`config.mk`:
```
export PLATFORM = sky130hd
export DESIGN_NAME = sequential_list_engine
export DESIGN_NICKNAME = d
export VERILOG_FILES = /design/src/rtl/core/sle_pkg.sv /design/src/rtl/core/sle_ctrl.sv /design/src/rtl/core/sle_datapath.sv /design/src/rtl/core/sequential_list_engine.sv
export SDC_FILE = /design/constraint.sdc
export NUM_CORES = 1
export LEC_CHECK = 0
export ABC_CLOCK_PERIOD_IN_PS = 6560
export BUFFER_PORTS_ARGS = -buffer_cell sky130_fd_sc_hd__buf_2
export CAP_MARGIN = 20
export CORE_MARGIN = 8
export CORE_UTILIZATION = 50
export DETAILED_ROUTE_END_ITERATION = 8
export GPL_ROUTABILITY_DRIVEN = 0
export HOLD_SLACK_MARGIN = 0.1
export PLACE_DENSITY_LB_ADDON = 0.05
export RECOVER_POWER = 50
export SKIP_CTS_REPAIR_TIMING = 1
export SYNTH_ARGS = -nofsm -noshare
export SYNTH_HDL_FRONTEND = slang
export SYNTH_HIERARCHICAL = 1
export SYNTH_SLANG_ARGS = --single-unit
```
`constraint.sdc`:
```
create_clock -name clk -period 6.56 [get_ports clk]
set_input_delay 0.984 -clock clk [delete_from_list [all_inputs] [get_ports clk]]
set_output_delay 0.984 -clock clk [all_outputs]
set_load 0.01 [all_outputs]
```
`src/rtl/core/sle_pkg.sv`:
```
package sle_pkg;

	localparam int CAPACITY = 16;
	localparam int IDX_W    = $clog2(CAPACITY);
	localparam int LEN_W    = $clog2(CAPACITY + 1);

	localparam logic [1:0] OP_INSERT = 2'd0;
	localparam logic [1:0] OP_DELETE = 2'd1;
	localparam logic [1:0] OP_FIND   = 2'd2;
	localparam logic [1:0] OP_READ   = 2'd3;

	localparam logic [1:0] ST_OK       = 2'd0;
	localparam logic [1:0] ST_FULL     = 2'd1;
	localparam logic [1:0] ST_RANGE    = 2'd2;
	localparam logic [1:0] ST_NOTFOUND = 2'd3;

	typedef struct packed {
		logic [1:0]        operation;
		logic [LEN_W-1:0]  position;
		logic signed [31:0] value;
	} sle_req_t;

	typedef struct packed {
		logic [1:0]         status;
		logic [IDX_W-1:0]   found_index;
		logic signed [31:0] read_value;
		logic [LEN_W-1:0]   removed_count;
		logic [LEN_W-1:0]   list_length;
	} sle_res_t;

	typedef struct packed {
		logic load;
		logic issue;
		logic finish;
	} sle_cmd_t;

	typedef struct packed {
		logic ins_err;
		logic issue_done;
		logic s1_valid;
	} sle_stat_t;

endpackage

```
`src/rtl/core/sle_ctrl.sv`:
```
module sle_ctrl
	import sle_pkg::*;
(
	input  logic      clk,
	input  logic      arst_n,
	input  logic      start,
	input  sle_stat_t stat,
	output sle_cmd_t  cmd,
	output logic      busy,
	output logic      done
);

	localparam logic [2:0] S_IDLE   = 3'd0;
	localparam logic [2:0] S_CHECK  = 3'd1;
	localparam logic [2:0] S_WALK   = 3'd2;
	localparam logic [2:0] S_FINISH = 3'd3;
	localparam logic [2:0] S_DONE   = 3'd4;

	logic [2:0] state_q;
	logic [2:0] state_d;

	always_comb begin
		state_d    = state_q;
		cmd.load   = 1'b0;
		cmd.issue  = 1'b0;
		cmd.finish = 1'b0;
		unique case (state_q)
			S_IDLE: begin
				if (start) begin
					cmd.load = 1'b1;
					state_d  = S_CHECK;
				end
			end
			S_CHECK: begin
				state_d = stat.ins_err ? S_FINISH : S_WALK;
			end
			S_WALK: begin
				cmd.issue = !stat.issue_done;
				if (stat.issue_done && !stat.s1_valid) begin
					state_d = S_FINISH;
				end
			end
			S_FINISH: begin
				cmd.finish = 1'b1;
				state_d    = S_DONE;
			end
			S_DONE: begin
				state_d = S_IDLE;
			end
			default: begin
				state_d = S_IDLE;
			end
		endcase
	end

	always_ff @(posedge clk or negedge arst_n) begin
		if (!arst_n) begin
			state_q <= S_IDLE;
		end else begin
			state_q <= state_d;
		end
	end

	assign busy = (state_q != S_IDLE);
	assign done = (state_q == S_DONE);

endmodule

```
`src/rtl/core/sle_datapath.sv`:
```
module sle_datapath
	import sle_pkg::*;
(
	input  logic      clk,
	input  logic      arst_n,
	input  sle_req_t  request,
	input  sle_cmd_t  cmd,
	output sle_stat_t stat,
	output sle_res_t  result
);

	logic signed [31:0] mem [CAPACITY];

	logic [1:0]         op_q;
	logic [LEN_W-1:0]   pos_q;
	logic signed [31:0] val_q;
	logic [LEN_W-1:0]   len_q;
	logic [LEN_W-1:0]   cnt_q;
	logic [LEN_W-1:0]   wr_q;
	logic [LEN_W-1:0]   removed_q;
	logic               hit_q;
	logic [IDX_W-1:0]   found_q;
	logic signed [31:0] rdval_q;
	logic               rd_s1;
	logic [IDX_W-1:0]   rd_idx_s1;
	logic signed [31:0] rd_data_s1;
	sle_res_t           res_q;

	logic               full;
	logic               pos_bad;
	logic               match;
	logic [IDX_W-1:0]   rd_addr;
	logic               we;
	logic [IDX_W-1:0]   waddr;
	logic signed [31:0] wdata;
	logic [LEN_W-1:0]   new_len;
	sle_res_t           res_d;

	assign full    = (len_q >= LEN_W'(CAPACITY));
	assign pos_bad = (pos_q > len_q);
	assign match   = (rd_data_s1 == val_q);

	always_comb begin
		stat.ins_err  = (op_q == OP_INSERT) && (full || pos_bad);
		stat.s1_valid = rd_s1;
		unique case (op_q)
			OP_INSERT: stat.issue_done = (cnt_q <= pos_q);
			OP_DELETE: stat.issue_done = (cnt_q >= len_q);
			OP_FIND:   stat.issue_done = (cnt_q >= len_q) || hit_q;
			OP_READ:   stat.issue_done = (cnt_q != '0) || (pos_q >= len_q);
			default:   stat.issue_done = 1'b1;
		endcase
	end

	// Insert walks downward, reading the entry below the slot it fills.
	always_comb begin
		unique case (op_q)
			OP_INSERT: rd_addr = IDX_W'(cnt_q - LEN_W'(1));
			OP_READ:   rd_addr = pos_q[IDX_W-1:0];
			default:   rd_addr = cnt_q[IDX_W-1:0];
		endcase
	end

	// One write port: the read-back stage and the final insert never overlap.
	always_comb begin
		we    = 1'b0;
		waddr = rd_idx_s1;
		wdata = rd_data_s1;
		if (cmd.finish) begin
			we    = (op_q == OP_INSERT) && !stat.ins_err;
			waddr = pos_q[IDX_W-1:0];
			wdata = val_q;
		end else if (rd_s1) begin
			if (op_q == OP_INSERT) begin
				we    = 1'b1;
				waddr = IDX_W'(rd_idx_s1 + IDX_W'(1));
			end else if (op_q == OP_DELETE && !match) begin
				we    = 1'b1;
				waddr = wr_q[IDX_W-1:0];
			end
		end
	end

	always_ff @(posedge clk) begin
		if (we) begin
			mem[waddr] <= wdata;
		end
		if (cmd.issue) begin
			rd_data_s1 <= mem[rd_addr];
			rd_idx_s1  <= rd_addr;
		end
	end

	always_comb begin
		new_len = len_q;
		if (op_q == OP_INSERT && !stat.ins_err) begin
			new_len = LEN_W'(len_q + LEN_W'(1));
		end else if (op_q == OP_DELETE) begin
			new_len = wr_q;
		end
	end

	always_comb begin
		res_d               = '0;
		res_d.list_length   = new_len;
		unique case (op_q)
			OP_INSERT: begin
				if (full) begin
					res_d.status = ST_FULL;
				end else if (pos_bad) begin
					res_d.status = ST_RANGE;
				end else begin
					res_d.status = ST_OK;
				end
			end
			OP_DELETE: begin
				res_d.removed_count = removed_q;
				res_d.status        = (removed_q == '0) ? ST_NOTFOUND : ST_OK;
			end
			OP_FIND: begin
				res_d.found_index = hit_q ? found_q : '0;
				res_d.status      = hit_q ? ST_OK : ST_NOTFOUND;
			end
			OP_READ: begin
				res_d.read_value = rdval_q;
				res_d.status     = (pos_q < len_q) ? ST_OK : ST_RANGE;
			end
			default: begin
				res_d.status = ST_OK;
			end
		endcase
	end

	always_ff @(posedge clk or negedge arst_n) begin
		if (!arst_n) begin
			len_q <= '0;
			rd_s1 <= 1'b0;
		end else begin
			rd_s1 <= cmd.issue;
			if (cmd.finish) begin
				len_q <= new_len;
			end
		end
	end

	always_ff @(posedge clk) begin
		if (cmd.load) begin
			op_q      <= request.operation;
			pos_q     <= request.position;
			val_q     <= request.value;
			cnt_q     <= (request.operation == OP_INSERT) ? len_q : '0;
			wr_q      <= '0;
			removed_q <= '0;
			hit_q     <= 1'b0;
			found_q   <= '0;
			rdval_q   <= '0;
		end else begin
			if (cmd.issue) begin
				if (op_q == OP_INSERT) begin
					cnt_q <= LEN_W'(cnt_q - LEN_W'(1));
				end else begin
					cnt_q <= LEN_W'(cnt_q + LEN_W'(1));
				end
			end
			if (rd_s1) begin
				unique case (op_q)
					OP_DELETE: begin
						if (match) begin
							removed_q <= LEN_W'(removed_q + LEN_W'(1));
						end else begin
							wr_q <= LEN_W'(wr_q + LEN_W'(1));
						end
					end
					OP_FIND: begin
						if (match && !hit_q) begin
							hit_q   <= 1'b1;
							found_q <= rd_idx_s1;
						end
					end
					OP_READ: begin
						rdval_q <= rd_data_s1;
					end
					default: begin
					end
				endcase
			end
		end
		if (cmd.finish) begin
			res_q <= res_d;
		end
	end

	assign result = res_q;

endmodule

```
`src/rtl/core/sequential_list_engine.sv`:
```
// A word accepted in idle passes the check state, then, unless it is a rejected
// insert, the walk, one entry per cycle through the list memory (single read port),
// then the finish and done states. busy drops after done, so a new word is taken only
// once the last is through; done pulses for one cycle and the receiver cannot stall it.
// Reset clears the length and the controller; list contents are unknown until written.
module sequential_list_engine
	import sle_pkg::*;
(
	input  logic     clk,
	input  logic     arst_n,
	input  logic     start,
	input  sle_req_t request,
	output logic     busy,
	output logic     done,
	output sle_res_t result
);

	sle_cmd_t  cmd;
	sle_stat_t stat;

	sle_ctrl u_ctrl (
		.clk    (clk),
		.arst_n (arst_n),
		.start  (start),
		.stat   (stat),
		.cmd    (cmd),
		.busy   (busy),
		.done   (done)
	);

	sle_datapath u_datapath (
		.clk     (clk),
		.arst_n  (arst_n),
		.request (request),
		.cmd     (cmd),
		.stat    (stat),
		.result  (result)
	);

endmodule

```
==> qor.yml, run 1 <==
cts:
  clock_latency_ps: 600
  htreeDepth: 3
  cts_max_path_buffers: 3
  cts.sinks: 696
  cts_tree: "built"
  clkSlewWorstSetupHoldPaths_ps: 60
  root_buffer: "clkbuf_16"
  cts_buffers: 74
detailed_routing:
  drt_iter0_drc: 1099
  routedWlPerCell_um: 25.9
  vias: 14000
  drc: 0
  wirelength_mm: 62.8
  dr.pass1.iters: 5
  avgViaCountPerCell: 5.78
  ant_nets: 0
final_layout:
  diodes: 0
  area_growth_pct: 13.5
  drive_gt1_frac: 0.201
  nets: 1694
global_route:
  grt_pass1_vias: 14700
  grt_start_max_net_pins: 71
  antenna_found_initial: 1
  overflow: 0
  grt_pass1_wl_mm: 95.2
  grt.total_usage: 0.201
pwr:
  leakage_nw: 10.4
  p_switching_w: 0.00463
  worst_ir_drop_vdd_mv: 0.294
  comb_power_share: 0.299
  switching_share: 0.317
  pwr-share-clk: 0.270
  seqPwrFrac: 0.431
  internal_power_w: 0.00998
  powerDensity_mw_per_mm2: 462
synth:
  synth_ff_type: "edfxtp_1"
  synth_top_area_frac: 0.690
  yosysWarningCount: 6
  ys_seq_elements: 696
  syn_nets: 1559
  synthArstFlopShare: 0.0129
  synth_area_leaders: "edfxtp_1 (69%), mux4_2 (10%), mux2i_1 (3.9%)"
  seq_area_frac_synth: 0.732
  syn_avg_cell_area_um2: 18.7
  synth_cells: 1489
  synth.most_common_cell: "edfxtp_1"
  synthTopCellsByCount: "edfxtp_1 (640), mux4_2 (128), mux2i_1 (109), nand2_1 (92)"
  synth_area_mm2: 0.0279
  synth_edf_count: 640
  synth_top_area_cell: "edfxtp_1"
  synth_cell_types: 63
floorplan:
  core_mm2: 0.0551
  die_area_mm2: 0.0635
  die_width_um: 252
  ioPinCount: 92
  start_util: 0.506
  num_rows: 86
  die_y_um: 252
timing:
  finalHoldViolCount: 0
  max_freq_mhz: 194
  drv_slew: 213
  fin_crit_sh: 0.784
  fin_crit_ps: 5140
  setup_viol: 0
  rsz0062_at_grt: "no"
  tightestPinTransition_ps: 3150
  slew_headroom: -1.10
  finClkSkew_ps: 14.3
  tns_ps: 0
  hold_slack_ps: 381
critical_path:
  worstPathRequired_ps: 7050
  rr_worst_depth: 6
  cp_data_arrival_time_ps: 5630
  rrSetupSlack_ps: 1420
  crit_fanout: 40
  cp_cell_sequence: "ha_1, clkbuf_1, and2_0, clkbuf_1, nand2_1, a21oi_1"
  worstSetupPathType: "flip-flop to flip-flop"
  path_buf_inv: 2
  cp-end-kind: "flip-flop"
  rr_startpoint: "u_datapath/op_q[0]$_DFFE_PP_"
  r2r-end: "u_datapath/rdval_q[6]$_SDFFE_PP0P_"
  critPathTopFamily: "buffers and inverters"
  slowest_stage: "clkbuf_1"
  cpPeakStageDelay_ps: 1720
  worstSetupStartpointType: "flip-flop"
  crit_top_cell: "clkbuf_1"
status:
  violations: "max-capacitance violations, max-slew violations"
  outcome: "finished, violations left"
placement:
  portBuffers: 91
  dp_hpwl_mm: 38.1
hold_path:
  holdCritPathClass: "input port to async pin"
job:
  cap_violations: 6
[layout by cell type, fill, tap and decap left out, types with 9 or more instances in the layout]
cell and count:
dfxtp_1 47, xor2_1 35, clkbuf_16 76, a21oi_1 47, inv_1 27, mux2i_1 109
and2_0 28, buf_4 32, nor4_2 17, edfxtp_1 640, ha_1 28, nand3_1 15
clkinv_1 17, dfrtp_1 9, buf_2 36, mux4_2 128, clkinv_2 14, clkbuf_1 74
nand2_1 92, nor4_1 10, mux2_1 28, and2_1 9, nor2_1 25, o21ai_0 21
[final cells by class]
cell class,count,area (um2)
sequential,696,20400
fill,4266,23500
clock inverter,39,273
clock buffer,94,2010
multi-input combinational,692,7140
timing repair buffer,133,753
tap,748,936
inverter,27,101
[sequential cells by signal, summed over array words and instances, names as in the netlist]
register,cells
u_datapath/rdval_q,32
u_datapath/cnt_q,5
u_datapath/result,48
u_ctrl/state_q,3
u_datapath/rd_s1,1
u_datapath/pos_q,5
u_datapath/rd_idx_s1,4
u_datapath/rd_data_s1,32
u_datapath/hit_q,1
u_datapath/len_q,5
u_datapath/mem,512
u_datapath/found_q,4
u_datapath/removed_q,5
u_datapath/op_q,2
u_datapath/wr_q,5
u_datapath/val_q,32
[worst max path at each step]
stage,depth (start not counted),end,slack (ps),from
CTS,9,u_datapath/rd_data_s1[7]$_DFFE_PP_,2330,u_datapath/op_q[0]$_DFFE_PP_
finish,6,u_datapath/rdval_q[6]$_SDFFE_PP0P_,1420,u_datapath/op_q[0]$_DFFE_PP_
global placement,9,u_datapath/rd_data_s1[7]$_DFFE_PP_,2440,u_datapath/op_q[0]$_DFFE_PP_
floorplan,7,u_datapath/cnt_q[0]$_DFFE_PP_,110,u_datapath/cnt_q[0]$_DFFE_PP_
global route,6,u_datapath/rdval_q[6]$_SDFFE_PP0P_,1060,u_datapath/op_q[0]$_DFFE_PP_
detailed placement,9,u_datapath/rd_data_s1[7]$_DFFE_PP_,2390,u_datapath/op_q[0]$_DFFE_PP_
[layer usage]
layer | vias up | track usage | share of wire
met5 | - | 0 | 0
met4 | 0 | 0.0684 | 0.029
met3 | 105 | 0.0389 | 0.054
met2 | 370 | 0.319 | 0.47
met1 | 7343 | 0.279 | 0.45
li1 | 6216 | - | -
[kinds of logic after synthesis]
kind of cell             after synthesis  share of synthesized area
AO/OA/AOI/OAI                        109                     0.0246
XOR/XNOR                              43                     0.0135
adder cells (fa/ha/maj)               28                     0.0126
buffers and inverters                101                     0.0160
flip-flops                           696                      0.732
multiplexers                         273                      0.157
AND/OR/NAND/NOR                      239                     0.0441
[power by group through the flow]
stage,Combinational [W],Clock (W),Sequential (W)
after CTS,0.00452,0.00405,0.00628
after floorplan,0.00310,0,0.00628
final,0.00437,0.00395,0.00629
after detailed placement,0.00451,0,0.00636
after global placement,0.00443,0,0.00636
after global routing,0.00478,0.00421,0.00634
[stage by stage]
step | power [W] | area [um2] | utilization | std cells | worst slack [ps]
3_3_place_gp | 0.0108 | 29400 | 0.534 | 2295 | 2440
6_report | 0.0146 | 31600 | 0.574 | 2429 | 1420
2_1_floorplan | 0.00938 | 27900 | - | 1489 | 114
4_1_cts | 0.0148 | 31700 | 0.575 | 2428 | 2330
5_1_grt | 0.0153 | 31600 | 0.574 | 2429 | 1060
3_5_place_dp | 0.0109 | 29400 | 0.534 | 2295 | 2390
Note: power is estimated with default switching activity, not from simulation.
==> run 2, diff against run 1 <==
--- a/config.mk
+++ b/config.mk
@@ -5,7 +5,8 @@
 export SDC_FILE = /design/constraint.sdc
 export NUM_CORES = 1
 export LEC_CHECK = 0
-export ABC_CLOCK_PERIOD_IN_PS = 6560
+export ABC_AREA = 1
+export ABC_CLOCK_PERIOD_IN_PS = 4300
 export BUFFER_PORTS_ARGS = -buffer_cell sky130_fd_sc_hd__buf_2
 export CAP_MARGIN = 20
 export CORE_MARGIN = 8
==> constraint.sdc (replaced) <==
create_clock -name clk -period 4.3 [get_ports clk]
set_input_delay 0.645 -clock clk [delete_from_list [all_inputs] [get_ports clk]]
set_output_delay 0.645 -clock clk [all_outputs]
set_load 0.01 [all_outputs]
==> run 2 against run 1 <==
The run still ends with max-capacitance violations, max-slew violations left. Critical path type unchanged. Largest cell class unchanged. Highest routed layer unchanged. Largest power group unchanged. Sequential power grew 55%. Critical endpoint is now u_datapath/mem[6][28]$_DFFE_PP_. Combinational power grew 76%. Critical path depth rose by 3. Routed wire length increased by 16%.
==> qor.yml, run 2 <==
final_layout:
  mostFrequentLayoutCells: "edfxtp_1 (640), nand2_1 (329), o21ai_0 (258), nor2_1 (215), o211ai_1 (193)"  # was edfxtp_1 (640), mux4_2 (128), mux2i_1 (109), nand2_1 (92), clkbuf_16 (76)
  diodes: 0  # unchanged
  drive_gt1_frac: 0.0931  # was 0.201
  largest_reg_flops: 512  # unchanged
  area_growth_pct: 13.4  # was 13.5%
  nFillCells: 4669  # was 4,266
  multiInputGateArea_mm2: 0.00704  # was 0.00714 mm2
  regArea_mm2: 0.0204  # unchanged
  regMostFlops: "u_datapath/mem"  # unchanged
  mostFrequentLayoutCell: "edfxtp_1"  # unchanged
  nets: 2492  # was 1,694
  final_util: 0.573  # was 0.574
  layout.cells.non_filler: 3238  # was 2,429
detailed_routing:
  vias: 18200  # was 14,000
  routedWlPerCell_um: 22.5  # was 25.9 um
  dr.pass1.iters: 5  # unchanged
  wirelength_mm: 72.7  # was 62.8 mm
  drc: 0  # unchanged
  drt_iter0_drc: 1679  # was 1,099
  avgViaCountPerCell: 5.61  # was 5.78
  ant_nets: 0  # unchanged
synth:
  synth_adder_area_share: 0.0123  # was 0.0126
  synth_top_area_frac: 0.673  # was 0.690
  syn_nets: 2396  # was 1,559
  yosys.area_share.simple: 0.0961  # was 0.0441
  synth_compound_area_frac: 0.125  # was 0.0246
  synth_cells: 2326  # was 1,489
  synth_area_leaders: "edfxtp_1 (67%), o211ai_1 (5.1%), o21ai_0 (4.5%)"  # was edfxtp_1 (69%), mux4_2 (10%), mux2i_1 (3.9%)
  synth_top_family_by_area: "compound AO/OA/AOI/OAI gates"  # was multiplexers
  synth_ff_type: "edfxtp_1"  # unchanged
  synth_top_area_cell: "edfxtp_1"  # unchanged
  synthArstFlopShare: 0.0129  # unchanged
  synth.area.mux_share: 0  # was 0.157
  synthTopCellsByCount: "edfxtp_1 (640), nand2_1 (329), o21ai_0 (257), nor2_1 (230), o211ai_1 (193)"  # was edfxtp_1 (640), mux4_2 (128), mux2i_1 (109), nand2_1 (92)
  seq_area_frac_synth: 0.713  # was 0.732
  synth.most_common_cell: "edfxtp_1"  # unchanged
  ys_seq_elements: 696  # unchanged
  synth_area_mm2: 0.0286  # was 0.0279 mm2
  synth_xor_xnor_area_share: 0.00736  # was 0.0135
  yosysWarningCount: 6  # unchanged
  synth_edf_count: 640  # unchanged
  synth_cell_types: 41  # was 63
  syn_avg_cell_area_um2: 12.3  # was 18.7 um2
pwr:
  leakage_nw: 11.4  # was 10.4 nW
  worst_ir_drop_vdd_mv: 0.449  # was 0.294 mV
  powerDensity_mw_per_mm2: 732  # was 462 mW/mm2
placement:
  portBuffers: 91  # unchanged
  dp_hpwl_mm: 40.8  # was 38.1 mm
  dp.cells: 3101  # was 2,295
cts:
  htreeDepth: 3  # unchanged
  clkSlewWorstSetupHoldPaths_ps: 60  # about the same
  cts.sinks: 696  # unchanged
  clock_latency_ps: 610  # was 600 ps
  root_buffer: "clkbuf_16"  # unchanged
  cts_max_path_buffers: 3  # unchanged
  cts_buffers: 74  # unchanged
  cts_tree: "built"  # unchanged
global_route:
  antenna_found_initial: 1  # unchanged
  grt_start_max_net_pins: 194  # was 71
  grt_pass1_vias: 17000  # was 14,700
  overflow: 0  # unchanged
  grt.total_usage: 0.224  # was 0.201
  grt_pass1_wl_mm: 109  # was 95.2 mm
critical_path:
  slowest_stage: "o21ai_0"  # was clkbuf_1
  rrSetupSlack_ps: 500  # was 1420 ps
  rr_worst_depth: 9  # was 6
  r2r-end: "u_datapath/mem[6][28]$_DFFE_PP_"  # was u_datapath/rdval_q[6]$_SDFFE_PP0P_
  cp-end-kind: "flip-flop"  # unchanged
  path_buf_inv: 3  # was 2
  cp_cell_sequence: "inv_1, ha_1, inv_2, nor2_1, nand2_1, o21ai_0, nand3_1, nor2_4, buf_12"  # was ha_1, clkbuf_1, and2_0, clkbuf_1, nand2_1, a21oi_1
  critPathTopFamily: "simple AND/OR/NAND/NOR gates"  # was buffers and inverters
  rr_startpoint: "u_datapath/op_q[1]$_DFFE_PP_"  # was u_datapath/op_q[0]$_DFFE_PP_
  crit_fanout: 27  # was 40
  crit_cells: 9  # was 6
  crit_end: "u_datapath/mem[6][28]$_DFFE_PP_"  # was u_datapath/rdval_q[6]$_SDFFE_PP0P_
  worstSetupPathType: "flip-flop to flip-flop"  # unchanged
  critPathLaunch: "u_datapath/op_q[1]$_DFFE_PP_"  # was u_datapath/op_q[0]$_DFFE_PP_
  worstPathRequired_ps: 4580  # was 7050 ps
  worstSetupStartpointType: "flip-flop"  # unchanged
  cp_data_arrival_time_ps: 4090  # was 5630 ps
  cpPeakStageDelay_ps: 630  # was 1720 ps
floorplan:
  die_width_um: 255  # was 252 um
  die_y_um: 255  # was 252 um
  die_area_mm2: 0.0650  # was 0.0635 mm2
  ioPinCount: 92  # unchanged
  core_mm2: 0.0565  # was 0.0551 mm2
  start_util: 0.506  # about the same
  num_rows: 87  # was 86
status:
  violations: "max-capacitance violations, max-slew violations"  # unchanged
  outcome: "finished, violations left"  # unchanged
timing:
  drv_slew: 70  # was 213
  setup_viol: 0  # unchanged
  slew_headroom: -0.182  # was -1.10
  fin_crit_sh: 0.884  # was 0.784
  finClkSkew_ps: 16.1  # was 14.3 ps
  max_freq_mhz: 263  # was 194 MHz
  tns_ps: 0  # unchanged
  finalHoldViolCount: 0  # unchanged
  tightestPinTransition_ps: 1770  # was 3150 ps
  rsz0062_at_grt: "no"  # unchanged
  fin_crit_ps: 3800  # was 5140 ps
hold_path:
  holdCritPathClass: "input port to flip-flop"  # was input port to async pin
job:
  cap_violations: 2  # was 6
[run 2: cell types whose count changed after synthesis, moves of 37 or more]
cell      before  now
nor2_1        24  230
o21ai_0       22  257
o211ai_1       3  193
inv_1         27  181
mux4_2       128    0
buf_2         21   60
mux2i_1      109    0
nand2_1       92  329
o22ai_1        3   67
and2_1        37    0
[run 2: final cells by class]
| class | count | area share |
|---|---|---|
| clock buffer | 103 | 0.0644 |
| inverter | 188 | 0.0219 |
| timing repair buffer | 155 | 0.0291 |
| sequential | 696 | 0.629 |
| multi-input combinational | 1307 | 0.217 |
| clock inverter | 33 | 0.00884 |
| tap | 756 | 0.0292 |
[run 2: through the flow]
step	area (um2)	setup WS [ps]	hold WS, ps	power [W]
2_1_floorplan	28600	-243	349	0.0149
3_3_place_gp	30200	630	440	0.0176
3_5_place_dp	30200	593	439	0.0177
4_1_cts	32500	593	-133	0.0240
5_1_grt	32400	167	182	0.0250
6_report	32400	498	209	0.0237
[run 2: worst reg2reg max path: cells and delay by family (launching register included)]
kind | cells | cell delay, ps
AND/OR/NAND/NOR | 4 | 1360
adder cells (fa/ha/maj) | 1 | 420
AO/OA/AOI/OAI | 1 | 630
flip-flops | 1 | 430
buffers and inverters | 3 | 620
[run 2: cells by family after synthesis]
kind of cell	after synthesis
AOI/OAI and AO/OA	588
xor gates and xnor gates	24
adders and majority gates	28
buffers and inverters	323
DFF	696
and+or+nand+nor	667
[run 2: layer usage]
metal / share of wire / vias up / track usage / routed length (um)
met1: 0.45 / 8911 / 0.322 / 32500
met4: 0.023 / 0 / 0.0582 / 1650
li1: - / 8545 / - / -
met2: 0.46 / 584 / 0.353 / 33700
met5: 0 / - / 0 / 0
met3: 0.067 / 117 / 0.0380 / 4850
[run 2: power breakdown]
part	leakage, nW	internal, W	total [W]	switching, W
sequential	6.31	0.00929	0.00978	0.000490
combinational	3.88	0.00213	0.00770	0.00557
clock	1.17	0.00369	0.00624	0.00255
[run 2: worst min path at each step]
| stage | start | endpoint | slack, ps | depth (start not counted) |
|---|---|---|---|---|
| final | request[2] | u_datapath/val_q[2]$_DFFE_PP_ | 210 | 1 |
| after global routing | request[2] | u_datapath/val_q[2]$_DFFE_PP_ | 180 | 1 |
| after CTS | arst_n | u_datapath/len_q[0]$_DFFE_PN0P_ | -130 | 1 |
| after detailed placement | u_datapath/wr_q[4]$_SDFFE_PP0P_ | u_datapath/wr_q[4]$_SDFFE_PP0P_ | 440 | 1 |
| after global placement | u_datapath/wr_q[4]$_SDFFE_PP0P_ | u_datapath/wr_q[4]$_SDFFE_PP0P_ | 440 | 1 |
| after floorplan | arst_n | u_ctrl/state_q[0]$_DFFE_PN0P_ | 350 | 0 |
